===== src/design/sbcd_pkg.sv =====
// sbcd_pkg: shared types and codes of the block command decoder
// holds the transaction payload structs, the decode state and the opcode codes
// no dependencies
`default_nettype none

package sbcd_pkg;

   // operation codes handled by the decoder
   localparam logic [7:0] OP_FORMAT_UNIT   = 8'h04;
   localparam logic [7:0] OP_READ6         = 8'h08;
   localparam logic [7:0] OP_WRITE6        = 8'h0A;
   localparam logic [7:0] OP_SEEK6         = 8'h0B;
   localparam logic [7:0] OP_INQUIRY       = 8'h12;
   localparam logic [7:0] OP_MODE_SELECT6  = 8'h15;
   localparam logic [7:0] OP_MODE_SENSE6   = 8'h1A;
   localparam logic [7:0] OP_READ_CAPACITY = 8'h25;
   localparam logic [7:0] OP_READ10        = 8'h28;
   localparam logic [7:0] OP_WRITE10       = 8'h2A;
   localparam logic [7:0] OP_READ12        = 8'hA8;

   // bus phases
   localparam logic [1:0] PH_STATUS  = 2'd0;
   localparam logic [1:0] PH_DATAIN  = 2'd1;
   localparam logic [1:0] PH_DATAOUT = 2'd2;

   // item kinds
   localparam logic ACT_COMMAND = 1'b0;
   localparam logic ACT_SECTOR  = 1'b1;

   // configuration register indexes
   localparam int unsigned CSR_INDEX_WIDTH = 4;
   localparam logic [CSR_INDEX_WIDTH-1:0] CSR_SECTOR_SIZE   = 4'd0;
   localparam logic [CSR_INDEX_WIDTH-1:0] CSR_MEDIA_PRESENT = 4'd1;

   localparam logic [15:0] SECTOR_SIZE_RESET   = 16'd512;
   localparam logic        MEDIA_PRESENT_RESET = 1'b1;
   localparam logic [31:0] CAPACITY_LENGTH     = 32'd8;

   typedef struct packed {
      logic       action;
      logic [7:0] opcode;
      logic [7:0] cdb_byte1;
      logic [7:0] cdb_byte2;
      logic [7:0] cdb_byte3;
      logic [7:0] cdb_byte4;
      logic [7:0] cdb_byte5;
      logic [7:0] cdb_byte6;
      logic [7:0] cdb_byte7;
      logic [7:0] cdb_byte8;
      logic [7:0] cdb_byte9;
   } req_type;

   typedef struct packed {
      logic [1:0]  bus_phase;
      logic        status_good;
      logic [31:0] transfer_length;
      logic [31:0] block_address;
      logic [31:0] block_count;
      logic        unsupported;
   } rsp_type;

   typedef struct packed {
      logic [31:0] lba;
      logic [31:0] count;
      logic [7:0]  last_opcode;
      logic [1:0]  phase;
      logic        status_good;
      logic [31:0] length;
   } state_type;

   localparam state_type STATE_RESET = '{
      lba:         32'd0,
      count:       32'd0,
      last_opcode: 8'd0,
      phase:       PH_STATUS,
      status_good: 1'b1,
      length:      32'd0
   };

endpackage

`default_nettype wire


===== src/design/sbcd_decode.sv =====
// sbcd_decode: next-state logic for one transaction of the command decoder
// command decode, block count times sector size, sector advance
// depends on sbcd_pkg
`default_nettype none

module sbcd_decode (
   input  var sbcd_pkg::req_type   item,
   input  var sbcd_pkg::state_type state,
   input  wire logic [15:0]        sector_size,
   input  wire logic               media_present,
   output sbcd_pkg::state_type     state_in,
   output logic                    unsupported
);

   logic [8:0]  len6;
   logic [31:0] lba6;
   logic [31:0] lba10;
   logic [31:0] count_sel;
   logic [47:0] product;
   logic        block_mode;
   logic        last_block;

   // six-byte length: zero means 256
   assign len6  = (item.cdb_byte4 == 8'd0) ? 9'd256 : {1'b0, item.cdb_byte4};
   assign lba6  = {11'd0, item.cdb_byte1[4:0], item.cdb_byte2, item.cdb_byte3};
   assign lba10 = {item.cdb_byte2, item.cdb_byte3, item.cdb_byte4, item.cdb_byte5};

   always_comb begin
      unique case (item.opcode) inside
         sbcd_pkg::OP_READ6, sbcd_pkg::OP_WRITE6: count_sel = {23'd0, len6};
         sbcd_pkg::OP_READ10, sbcd_pkg::OP_WRITE10:
            count_sel = {16'd0, item.cdb_byte7, item.cdb_byte8};
         default: count_sel = {item.cdb_byte6, item.cdb_byte7,
                               item.cdb_byte8, item.cdb_byte9};
      endcase
   end

   assign product = count_sel * {16'd0, sector_size};

   always_comb begin
      unique case (state.last_opcode) inside
         sbcd_pkg::OP_READ6, sbcd_pkg::OP_WRITE6, sbcd_pkg::OP_READ10,
         sbcd_pkg::OP_WRITE10, sbcd_pkg::OP_READ12: last_block = 1'b1;
         default: last_block = 1'b0;
      endcase
   end

   assign block_mode = media_present && (state.count != 32'd0) && last_block;

   always_comb begin
      state_in    = state;
      unsupported = 1'b0;
      if (item.action == sbcd_pkg::ACT_SECTOR) begin
         if (block_mode) begin
            state_in.lba   = state.lba + 32'd1;
            state_in.count = state.count - 32'd1;
         end
      end else begin
         state_in.last_opcode = item.opcode;
         unique case (item.opcode) inside
            sbcd_pkg::OP_FORMAT_UNIT: begin
               state_in.phase       = sbcd_pkg::PH_STATUS;
               state_in.status_good = 1'b1;
               state_in.length      = 32'd0;
            end
            sbcd_pkg::OP_SEEK6: begin
               // status is left as the previous command set it
               state_in.lba    = lba6;
               state_in.phase  = sbcd_pkg::PH_STATUS;
               state_in.length = 32'd0;
            end
            sbcd_pkg::OP_READ6, sbcd_pkg::OP_WRITE6: begin
               state_in.lba         = lba6;
               state_in.count       = count_sel;
               state_in.phase       = (item.opcode == sbcd_pkg::OP_READ6) ?
                                      sbcd_pkg::PH_DATAIN : sbcd_pkg::PH_DATAOUT;
               state_in.status_good = 1'b1;
               state_in.length      = product[31:0];
            end
            sbcd_pkg::OP_READ10, sbcd_pkg::OP_WRITE10: begin
               state_in.lba         = lba10;
               state_in.count       = count_sel;
               state_in.phase       = (item.opcode == sbcd_pkg::OP_READ10) ?
                                      sbcd_pkg::PH_DATAIN : sbcd_pkg::PH_DATAOUT;
               state_in.status_good = 1'b1;
               state_in.length      = product[31:0];
            end
            sbcd_pkg::OP_READ12: begin
               state_in.lba         = lba10;
               state_in.count       = count_sel;
               state_in.phase       = sbcd_pkg::PH_DATAIN;
               state_in.status_good = 1'b1;
               state_in.length      = product[31:0];
            end
            sbcd_pkg::OP_INQUIRY, sbcd_pkg::OP_MODE_SENSE6: begin
               state_in.phase       = sbcd_pkg::PH_DATAIN;
               state_in.status_good = 1'b1;
               state_in.length      = {23'd0, len6};
            end
            sbcd_pkg::OP_MODE_SELECT6: begin
               state_in.phase       = sbcd_pkg::PH_DATAOUT;
               state_in.status_good = 1'b1;
               state_in.length      = {23'd0, len6};
            end
            sbcd_pkg::OP_READ_CAPACITY: begin
               state_in.phase       = sbcd_pkg::PH_DATAIN;
               state_in.status_good = 1'b1;
               state_in.length      = sbcd_pkg::CAPACITY_LENGTH;
            end
            default: begin
               state_in.phase       = sbcd_pkg::PH_STATUS;
               state_in.status_good = 1'b0;
               state_in.length      = 32'd0;
               unsupported          = 1'b1;
            end
         endcase
      end
   end

endmodule

`default_nettype wire


===== src/design/scsi_block_command_decoder.sv =====
// scsi_block_command_decoder: direct-access target command decoder, top level
// path: a transaction is held in the input register, then decoded into the output register
// throughput: one transaction per cycle while rsp_stall does not hold the output, set by the
// state update loop (decode plus one 32x16 multiply into the state registers)
// reset: synchronous, clears both stages and the decode state, reloads the csr reset values
// depends on sbcd_pkg and sbcd_decode
`default_nettype none

module scsi_block_command_decoder (
   input  wire logic                                  clock,
   input  wire logic                                  reset,
   input  wire logic                                  req_valid,
   output logic                                       req_stall,
   input  var sbcd_pkg::req_type                      req_data,
   output logic                                       rsp_valid,
   input  wire logic                                  rsp_stall,
   output sbcd_pkg::rsp_type                          rsp_data,
   input  wire logic                                  csr_valid,
   output logic                                       csr_ready,
   input  wire logic [sbcd_pkg::CSR_INDEX_WIDTH-1:0]  csr_index,
   input  wire logic [15:0]                           csr_data
);

   logic                sector_size_ff_en;
   logic [15:0]         sector_size_ff;
   logic                media_present_ff;
   logic                in_valid_ff;
   sbcd_pkg::req_type   in_data_ff;
   logic                out_valid_ff;
   sbcd_pkg::rsp_type   out_data_ff;
   sbcd_pkg::state_type state_ff;
   sbcd_pkg::state_type state_in;
   sbcd_pkg::rsp_type   out_data_in;
   logic                unsupported;
   logic                out_load;
   logic                in_fire;
   logic                req_accept;

   assign csr_ready         = 1'b1;
   assign sector_size_ff_en = csr_valid && (csr_index == sbcd_pkg::CSR_SECTOR_SIZE);

   assign out_load   = !out_valid_ff || !rsp_stall;
   assign in_fire    = in_valid_ff && out_load;
   assign req_stall  = in_valid_ff && !out_load;
   assign req_accept = req_valid && !req_stall;

   sbcd_decode u_decode (
      .item          (in_data_ff),
      .state         (state_ff),
      .sector_size   (sector_size_ff),
      .media_present (media_present_ff),
      .state_in      (state_in),
      .unsupported   (unsupported)
   );

   always_comb begin
      out_data_in.bus_phase       = state_in.phase;
      out_data_in.status_good     = state_in.status_good;
      out_data_in.transfer_length = state_in.length;
      out_data_in.block_address   = state_in.lba;
      out_data_in.block_count     = state_in.count;
      out_data_in.unsupported     = unsupported;
   end

   always_ff @(posedge clock) begin
      if (reset) begin
         in_valid_ff      <= 1'b0;
         out_valid_ff     <= 1'b0;
         state_ff         <= sbcd_pkg::STATE_RESET;
         sector_size_ff   <= sbcd_pkg::SECTOR_SIZE_RESET;
         media_present_ff <= sbcd_pkg::MEDIA_PRESENT_RESET;
      end else begin
         in_valid_ff <= req_accept || (in_valid_ff && !out_load);
         if (out_load) begin
            out_valid_ff <= in_fire;
         end
         if (in_fire) begin
            state_ff <= state_in;
         end
         if (sector_size_ff_en) begin
            sector_size_ff <= csr_data;
         end
         if (csr_valid && (csr_index == sbcd_pkg::CSR_MEDIA_PRESENT)) begin
            media_present_ff <= csr_data[0];
         end
      end
   end

   // payload registers, no reset needed
   always_ff @(posedge clock) begin
      if (req_accept) begin
         in_data_ff <= req_data;
      end
      if (in_fire) begin
         out_data_ff <= out_data_in;
      end
   end

   assign rsp_valid = out_valid_ff;
   assign rsp_data  = out_data_ff;

endmodule

`default_nettype wire

===== config.mk =====
export PLATFORM = sky130hd
export DESIGN_NAME = scsi_block_command_decoder
export DESIGN_NICKNAME = d
export VERILOG_FILES = /design/src/design/sbcd_pkg.sv /design/src/design/sbcd_decode.sv /design/src/design/scsi_block_command_decoder.sv
export SDC_FILE = /design/constraint.sdc
export NUM_CORES = 1
export LEC_CHECK = 0
export BUFFER_PORTS_ARGS = -buffer_cell sky130_fd_sc_hd__buf_2
export CAP_MARGIN = 30
export CELL_PAD_IN_SITES_DETAIL_PLACEMENT = 0
export CELL_PAD_IN_SITES_GLOBAL_PLACEMENT = 1
export CORE_UTILIZATION = 35
export DETAILED_ROUTE_END_ITERATION = 16
export GPL_TIMING_DRIVEN = 0
export HOLD_SLACK_MARGIN = 0.03
export PLACE_DENSITY = 0.73
export SYNTH_ARGS = -nofsm -noshare
export SYNTH_HDL_FRONTEND = slang
export SYNTH_SLANG_ARGS = --single-unit

===== constraint.sdc =====
create_clock -name clock -period 7.8 [get_ports clock]
set_clock_uncertainty 0.1 [all_clocks]
set_input_delay 1.56 -clock clock [delete_from_list [all_inputs] [get_ports clock]]
set_output_delay 1.56 -clock clock [all_outputs]
set_load 0.005 [all_outputs]

==> results of run 1 <==
[through the flow]
| stage | cells | TNS [ps] | power, uW | hold slack, ps | util |
|---|---|---|---|---|---|
| 2_1_floorplan | 2705 | -1.333 | 2275 | 331.2 | - |
| 3_3_place_gp | 3859 | -116520 | 2608 | 338.6 | 0.3848 |
| 3_5_place_dp | 3874 | -50480 | 2607 | 346.4 | 0.3876 |
| 4_1_cts | 4001 | -1850 | 4552 | 354.4 | 0.4241 |
| 5_1_grt | 4011 | -6550 | 4727 | 368.9 | 0.4282 |
| 6_report | 4011 | -2789 | 4560 | 350.9 | 0.4282 |
[cells by family after synthesis]
kind of cell	count (synthesis)	share of synthesized area
other cells	1	0.0001483
fa+ha+maj	372	0.2743
xor+xnor	76	0.02632
compound gates	476	0.1248
mux	36	0.01460
flops	304	0.3111
simple gates	895	0.1661
buf+inv	545	0.08258
[sequential cells by signal (all words and copies together) (netlist names)]
| name | count |
|---|---|
| media_present_ff | 1 |
| sector_size_ff | 16 |
| rsp_data | 100 |
| state_ff | 107 |
| rsp_valid | 1 |
| in_data_ff | 78 |
| in_valid_ff | 1 |
[power groups by stage]
stage | Sequential (uW) | Clock [uW] | Combinational [uW]
floorplan | 1830 | 0 | 441
global placement | 1860 | 0 | 744
detailed placement | 1850 | 0 | 753
CTS | 1820 | 1850 | 878
global route | 1830 | 1920 | 980
finish | 1820 | 1820 | 914
[routing by layer]
layer  up-vias  GRT usage  wire (um)
met5         -          0         20
met4         4     0.1207       4914
met3       233    0.04740       7570
met2      1016     0.4226      44720
li1       9590          -          -
met1     10787     0.3235      37300
[worst max path at each step]
| stage | start | end | depth (start not counted) |
|---|---|---|---|
| after floorplan | in_data_ff[76] | rsp_data[95] | 31 |
| after global placement | in_data_ff[76] | rsp_data[96] | 29 |
| after detailed placement | in_data_ff[76] | rsp_data[96] | 30 |
| after CTS | in_data_ff[76] | rsp_data[96] | 24 |
| after global routing | in_data_ff[76] | rsp_data[95] | 31 |
| final | in_data_ff[76] | rsp_data[93] | 28 |
[placed cells by master, fill, tap and decap left out, drive strengths merged, types with 28 or more instances in the layout]
cell | netlist | layout
xnor2 | 48 | 48
nor3 | 46 | 46
edfxtp | 178 | 178
clkbuf | 150 | 184
a21o | 35 | 35
o21ai | 74 | 74
xor2 | 28 | 28
fa | 304 | 304
a22oi | 45 | 45
and2 | 122 | 122
mux2i | 29 | 29
ha | 68 | 68
nand2 | 413 | 413
dfxtp | 126 | 126
a21oi | 146 | 146
nor2 | 133 | 133
a22o | 28 | 28
and3 | 45 | 45
buf | 21 | 321
nand3 | 53 | 53
inv | 374 | 377
[area by class of cell]
class / count / share of cell area
Clock inverter: 22 / 0.009196
Inverter: 374 / 0.04586
Sequential cell: 304 / 0.2570
Tap cell: 950 / 0.03883
Buffer: 161 / 0.02926
Timing Repair Buffer: 297 / 0.06396
Clock buffer: 47 / 0.03217
Multi-Input combinational cell: 1856 / 0.5237
[worst max-delay path: cells and delay by family (launching register included)]
family	cells	cell delay, ps
AO/OA/AOI/OAI	7	1820
XOR/XNOR	1	120
adder cells (fa/ha/maj)	7	3360
buffers and inverters	8	860
flip-flops	1	440
AND/OR/NAND/NOR	5	1220
[timing repair]
action / in CTS / in global routing
buffers inserted: 66 / 11
resized for setup: 180 / 45
pin swaps: 55 / 36
setup endpoints to repair: 44 / 29
gates cloned: 1 / 0
==> results by group, run 1 <==
Drt
  – Wire per inst: 23.57 um
  – Vias per inst: 5.393
  – Vias: 21,630
  – DR pass1 iterations: 8
  – Initial DRC count: 2,021
  – Routed wire length: 94,530 um
  – Antenna-violating nets left: 0
  – # DRC: 0

Placement
  – GPL Wtd Cong: 0.9236
  – Placed Area: 27,710 um2
  – HPWL Detailed: 71,680 um
  – PortBufs: 204
  – Pre-CTS setup slack: -2298 ps

Clock tree
  – Total clock sinks: 304
  – Clock Latency Late Sink: 580 ps
  – Num CTS Buffers: 38
  – Root Buffer: clkbuf_16
  – TritonCTS clock tree: built
  – Worst-path clk slew: 60 ps
  – Maximum clock path buffer count: 3
  – H-tree levels: 2
  – Cts hold-fix bufs: 0

Logic synthesis
  – Synth top area share: 0.2407
  – Syn_nets: 3,183
  – Cell count after synthesis: 2,705
  – Ys flop type: edfxtp_1
  – Synth top area cells: fa_1, edfxtp_1, dfxtp_1
  – Post-synthesis sequential area ratio: 0.3111
  – Library cells used by synthesis: 81
  – Synthesized area: 25,290 um2
  – Post-synth EDFFs: 178
  – FFs w/ async S/R, synth: 0
  – Top post-synthesis cells by count: nand2_1, inv_1, fa_1
  – Avg Cell Area, Syn: 9.348 um2
  – Count leader, synth: nand2_1
  – Yosys warnings: 0
  – Synth Register Bits: 304
  – Synth area leader: fa_1

Min path
  – Min-Delay Endpoint: state_ff[39]
  – Hold Crit Class: reg2reg
  – Hold wc startpoint: state_ff[39]
  – Hold Path Stages: 2

Die
  – # rows: 98
  – Die area: 73,330 um2
  – Core box area: 71,490 um2
  – Die width: 270.8 um
  – Die Ht: 270.8 um
  – Top Ports: 209
  – Initial Utilization: 0.3537

Finish
  – Area of the multi-input gates: 16,030 um2
  – Share of layout cells above drive strength 1: 0.1745
  – Area occupied by registers: 7868 um2
  – Fin area: 30,610 um2
  – Fill count: 7,046
  – # nets final: 3,510
  – ANT cells: 0
  – Area Growth Syn to Fin: 21.06%

Pwr
  – Combinational group share of total power: 0.200
  – Max IR drop VDD: 160.6 uV
  – Power share of the sequential group: 0.400
  – Power Dens Cells: 148.9 nW/um2
  – Clock power share: 0.400
  – LEAKAGE: 0.01279 uW
  – P_sw: 1370 uW
  – P_int: 3190 uW
  – Switch share: 0.3005

Global routing
  – Largest net degree at the start of global routing: 38
  – Antenna violations before repair: 5
  – Congestion Overflow GR: 0
  – First-pass GRT wire length: 138,800 um
  – Vias in the first global route: 21,392
  – Overall Global Routing Usage: 0.2562

Setup path
  – R2R cell count: 28
  – Critical Path Fanout Max: 7
  – CP endpoint kind: register
  – Most common cell on crit path: fa_1
  – Critical path required time: 8030 ps
  – Arr. time, crit path: 8390 ps
  – Worst path slowest cell: fa_1
  – Reg-to-reg startpoint: in_data_ff[76]
  – CP Class: reg2reg
  – Worst Setup Start Kind: register
  – Critical Path Max Stage Delay: 530 ps
  – Reg2reg end: rsp_data[93]
  – FF-to-FF setup slack: -360 ps

Flow run
  – Max-cap violations: 0

STA
  – Max Slew Vio Count: 0
  – RSZ-0062 raised after global routing: true
  – F_max: 122.6 MHz
  – Least-Margin Pin Slew: 1045 ps
  – Final setup viols: 18
  – Slew margin rel.: 0.3030
  – Final Critical Period: 8156 ps
  – Final period utilization: 1.046
  – Post-route setup slack: -356.5 ps
  – Final Hold Vio Count: 0

Status
  – Failing checks: setup timing
  – Status: finished with violations
Power figures use the tool's default switching activity.
==> run 2, diff against run 1 <==
Settings changed: CELL_PAD_IN_SITES_DETAIL_PLACEMENT 0 to 2, CELL_PAD_IN_SITES_GLOBAL_PLACEMENT 1 to 2, PLACE_DENSITY 0.73 to 0.85.
==> run 2 against run 1 <==
Against the previous run:
- the flow finishes with violations (capacitance limit, slew limit, setup timing)
- via count up 20%
- critical path depth shrank 1
- global-route usage grew 12 points
- hold slack improved by 40 ps
- first-iteration DRC count increased by 28%
- maximum frequency shrank 12%
- clock power is 9.9% higher
- cell count up 1.6%
- wire length up 65%
- sequential power hardly changed
- die area is the same
- clock-buffer cell count decreased by 1
==> results by group, run 2 (synthesis gave the netlist of run 1 again) <==
Status
  – Status: finished with violations
  – Failing checks: capacitance limit, slew limit, setup timing

Die
  – Core box area: 71,490 um2 (unchanged)
  – Top Ports: 209 (unchanged)
  – Die area: 73,330 um2 (unchanged)
  – # rows: 98 (unchanged)
  – Initial Utilization: 0.3537 (unchanged)
  – Die width: 270.8 um (unchanged)
  – Die Ht: 270.8 um (unchanged)

Setup path
  – Critical Path Max Stage Delay: 820 ps (+290 ps)
  – CP endpoint kind: register
  – CP Class: reg2reg
  – CP Buf/Inv Count: 8 (unchanged)
  – Critical Path Fanout Max: 10 (+3)
  – Worst Setup Start Kind: register
  – Worst path slowest cell: fa_1
  – Arr. time, crit path: 9670 ps (+1280 ps)
  – Critical path required time: 8150 ps (+120 ps)
  – Crit path max-delay family: adder cells
  – Most common cell on crit path: fa_1

Global routing
  – Met1 usage: 0.3801 (+0.05660)
  – Antenna violations before repair: 19 (+14)
  – Congestion Overflow GR: 0 (unchanged)
  – Met2 usage: 0.6153 (+0.1927)
  – Gr busiest metal: met2
  – Grt met3 use: 0.1062 (+0.05876)
  – Overall Global Routing Usage: 0.3730 (+0.1167)
  – Largest net degree at the start of global routing: 41 (+7.9%)
  – First-pass GRT wire length: 197,700 um (+42%)
  – Vias in the first global route: 28,308 (+32%)

Finish
  – Max reg flops: 107 (unchanged)
  – Most common cell after layout, fill and taps aside: nand2_1
  – Fin area: 31,560 um2 (+3.1%)
  – Fill count: 7,575 (+7.5%)
  – Most frequent cells in the layout: nand2_1, inv_1, fa_1
  – Area Growth Syn to Fin: 24.80%
  – Final Util: 0.4415 (+0.01323)
  – Most flops, register: state_ff
  – # nets final: 3,560 (+1.4%)
  – Share of layout cells above drive strength 1: 0.2094 (+0.03499)

STA
  – Post-route setup slack: -1521 ps (-1164 ps)
  – Least-Margin Pin Slew: 1503 ps (+457.4 ps)
  – Final period utilization: 1.195 (+0.1492)
  – Slew margin rel.: -0.001943 (-0.3050)
  – Final Hold Vio Count: 0 (unchanged)
  – F_max: 107.3 MHz (-12%)
  – Min Hold Slack: 391.0 ps (+40.14 ps)
  – RSZ-0062 raised after global routing: true
  – Max Slew Vio Count: 10 (+10)
  – Final Critical Period: 9321 ps (+1164 ps)
  – Final setup viols: 45 (+27)

Clock tree
  – Worst-path clk slew: 60 ps (about the same)
  – Maximum clock path buffer count: 3 (unchanged)
  – Clock Latency Late Sink: 610 ps (+30 ps)
  – TritonCTS clock tree: built
  – Total clock sinks: 304 (unchanged)
  – Num CTS Buffers: 39 (+2.6%)
  – H-tree levels: 2 (unchanged)
  – Root Buffer: clkbuf_16

Drt
  – Vias per inst: 6.358 (+18%)
  – DR pass1 iterations: 7 (-1)
  – # DRC: 0 (unchanged)
  – Wire per inst: 38.30 um (+63%)
  – Antenna-violating nets left: 0 (unchanged)
  – Vias: 25,904 (+20%)
  – Initial DRC count: 2,593 (+28%)
  – Routed wire length: 156,100 um (+65%)

Min path
  – Hold Crit Class: reg2reg

Pwr
  – LEAKAGE: 0.01313 uW (+2.7%)
  – P_sw: 1728 uW (+26%)
  – Combinational group share of total power: 0.241 (+0.041)
  – Power Dens Cells: 160.2 nW/um2 (+7.6%)
  – P_int: 3329 uW (+4.4%)
  – Clock power share: 0.395 (-0.005)
  – Max IR drop VDD: 219.8 uV (+37%)
  – Power share of the sequential group: 0.364 (-0.036)
  – Total power: 5057 uW (+11%)
  – Switch share: 0.3418 (+0.04128)

Placement
  – GPL Wtd Cong: 0.9361 (+1.4%)
  – Placed Area: 27,730 um2 (about the same)
  – PortBufs: 204 (unchanged)
  – HPWL Detailed: 91,540 um (+28%)

Flow run
  – Max-cap violations: 1 (+1)
==> run 2: what timing repair did <==
action                     in CTS  in global routing
setup endpoints to repair      47                 39
resized for setup             208                122
hold buffers                    0                  0
cloned                          3                  0
setup buffers                  83                 32
pin swaps                      79                 58
==> run 2: metal layers <==
metal | vias to the layer above | part of all wire | wire length (um)
met5 | - | 0.00090 | 141
met4 | 20 | 0.12 | 18600
met3 | 1111 | 0.11 | 17560
met2 | 2155 | 0.45 | 69660
met1 | 12917 | 0.32 | 50090
li1 | 9701 | - | -
==> run 2: cell type report <==
type	count	area, um2	share of cell area
flip-flops and latches	304	7868	0.2493
inverters	374	1404	0.04448
clock inverters	26	286.5	0.009079
well taps	950	1189	0.03766
clock buffers	46	1054	0.03338
repair buffers	344	2380	0.07541
multi-input cells	1857	16400	0.5196
diodes	11	27.53	0.0008722
plain buffers	162	953.4	0.03021
==> run 2: final timing paths <==
kind	from	to	slack [ps]	cells past startpoint
hold reg to reg	state_ff[36]	state_ff[36]	390	2
setup reg to reg	in_data_ff[76]	rsp_data[94]	-1520	27
hold / removal	state_ff[36]	state_ff[36]	390	2
setup / recovery	in_data_ff[76]	rsp_data[94]	-1520	27
==> run 2: stage by stage <==
step / instances / setup slack [ps] / TNS, ps
after floorplan: 2705 / -1.333 / -1.333
after global placement: 3859 / -2144 / -60740
after detailed placement: 3873 / -2593 / -62600
after CTS: 4022 / -496.8 / -2736
after global routing: 4065 / -1638 / -31800
final: 4074 / -1521 / -34320
==> run 2: power by group through the flow <==
| stage | registers [uW] | clock network, uW | logic (uW) |
|---|---|---|---|
| 2_1_floorplan | 1830 | 0 | 441 |
| 3_3_place_gp | 1860 | 0 | 749 |
| 3_5_place_dp | 1860 | 0 | 809 |
| 4_1_cts | 1830 | 1960 | 955 |
| 5_1_grt | 1840 | 2060 | 1230 |
| 6_report | 1840 | 2000 | 1220 |
==> run 2: tightest hold or removal path, stage by stage, from the launching register on <==
cell     delay [ps]
dfxtp_1         320
nand2_1          60
a21oi_1          60
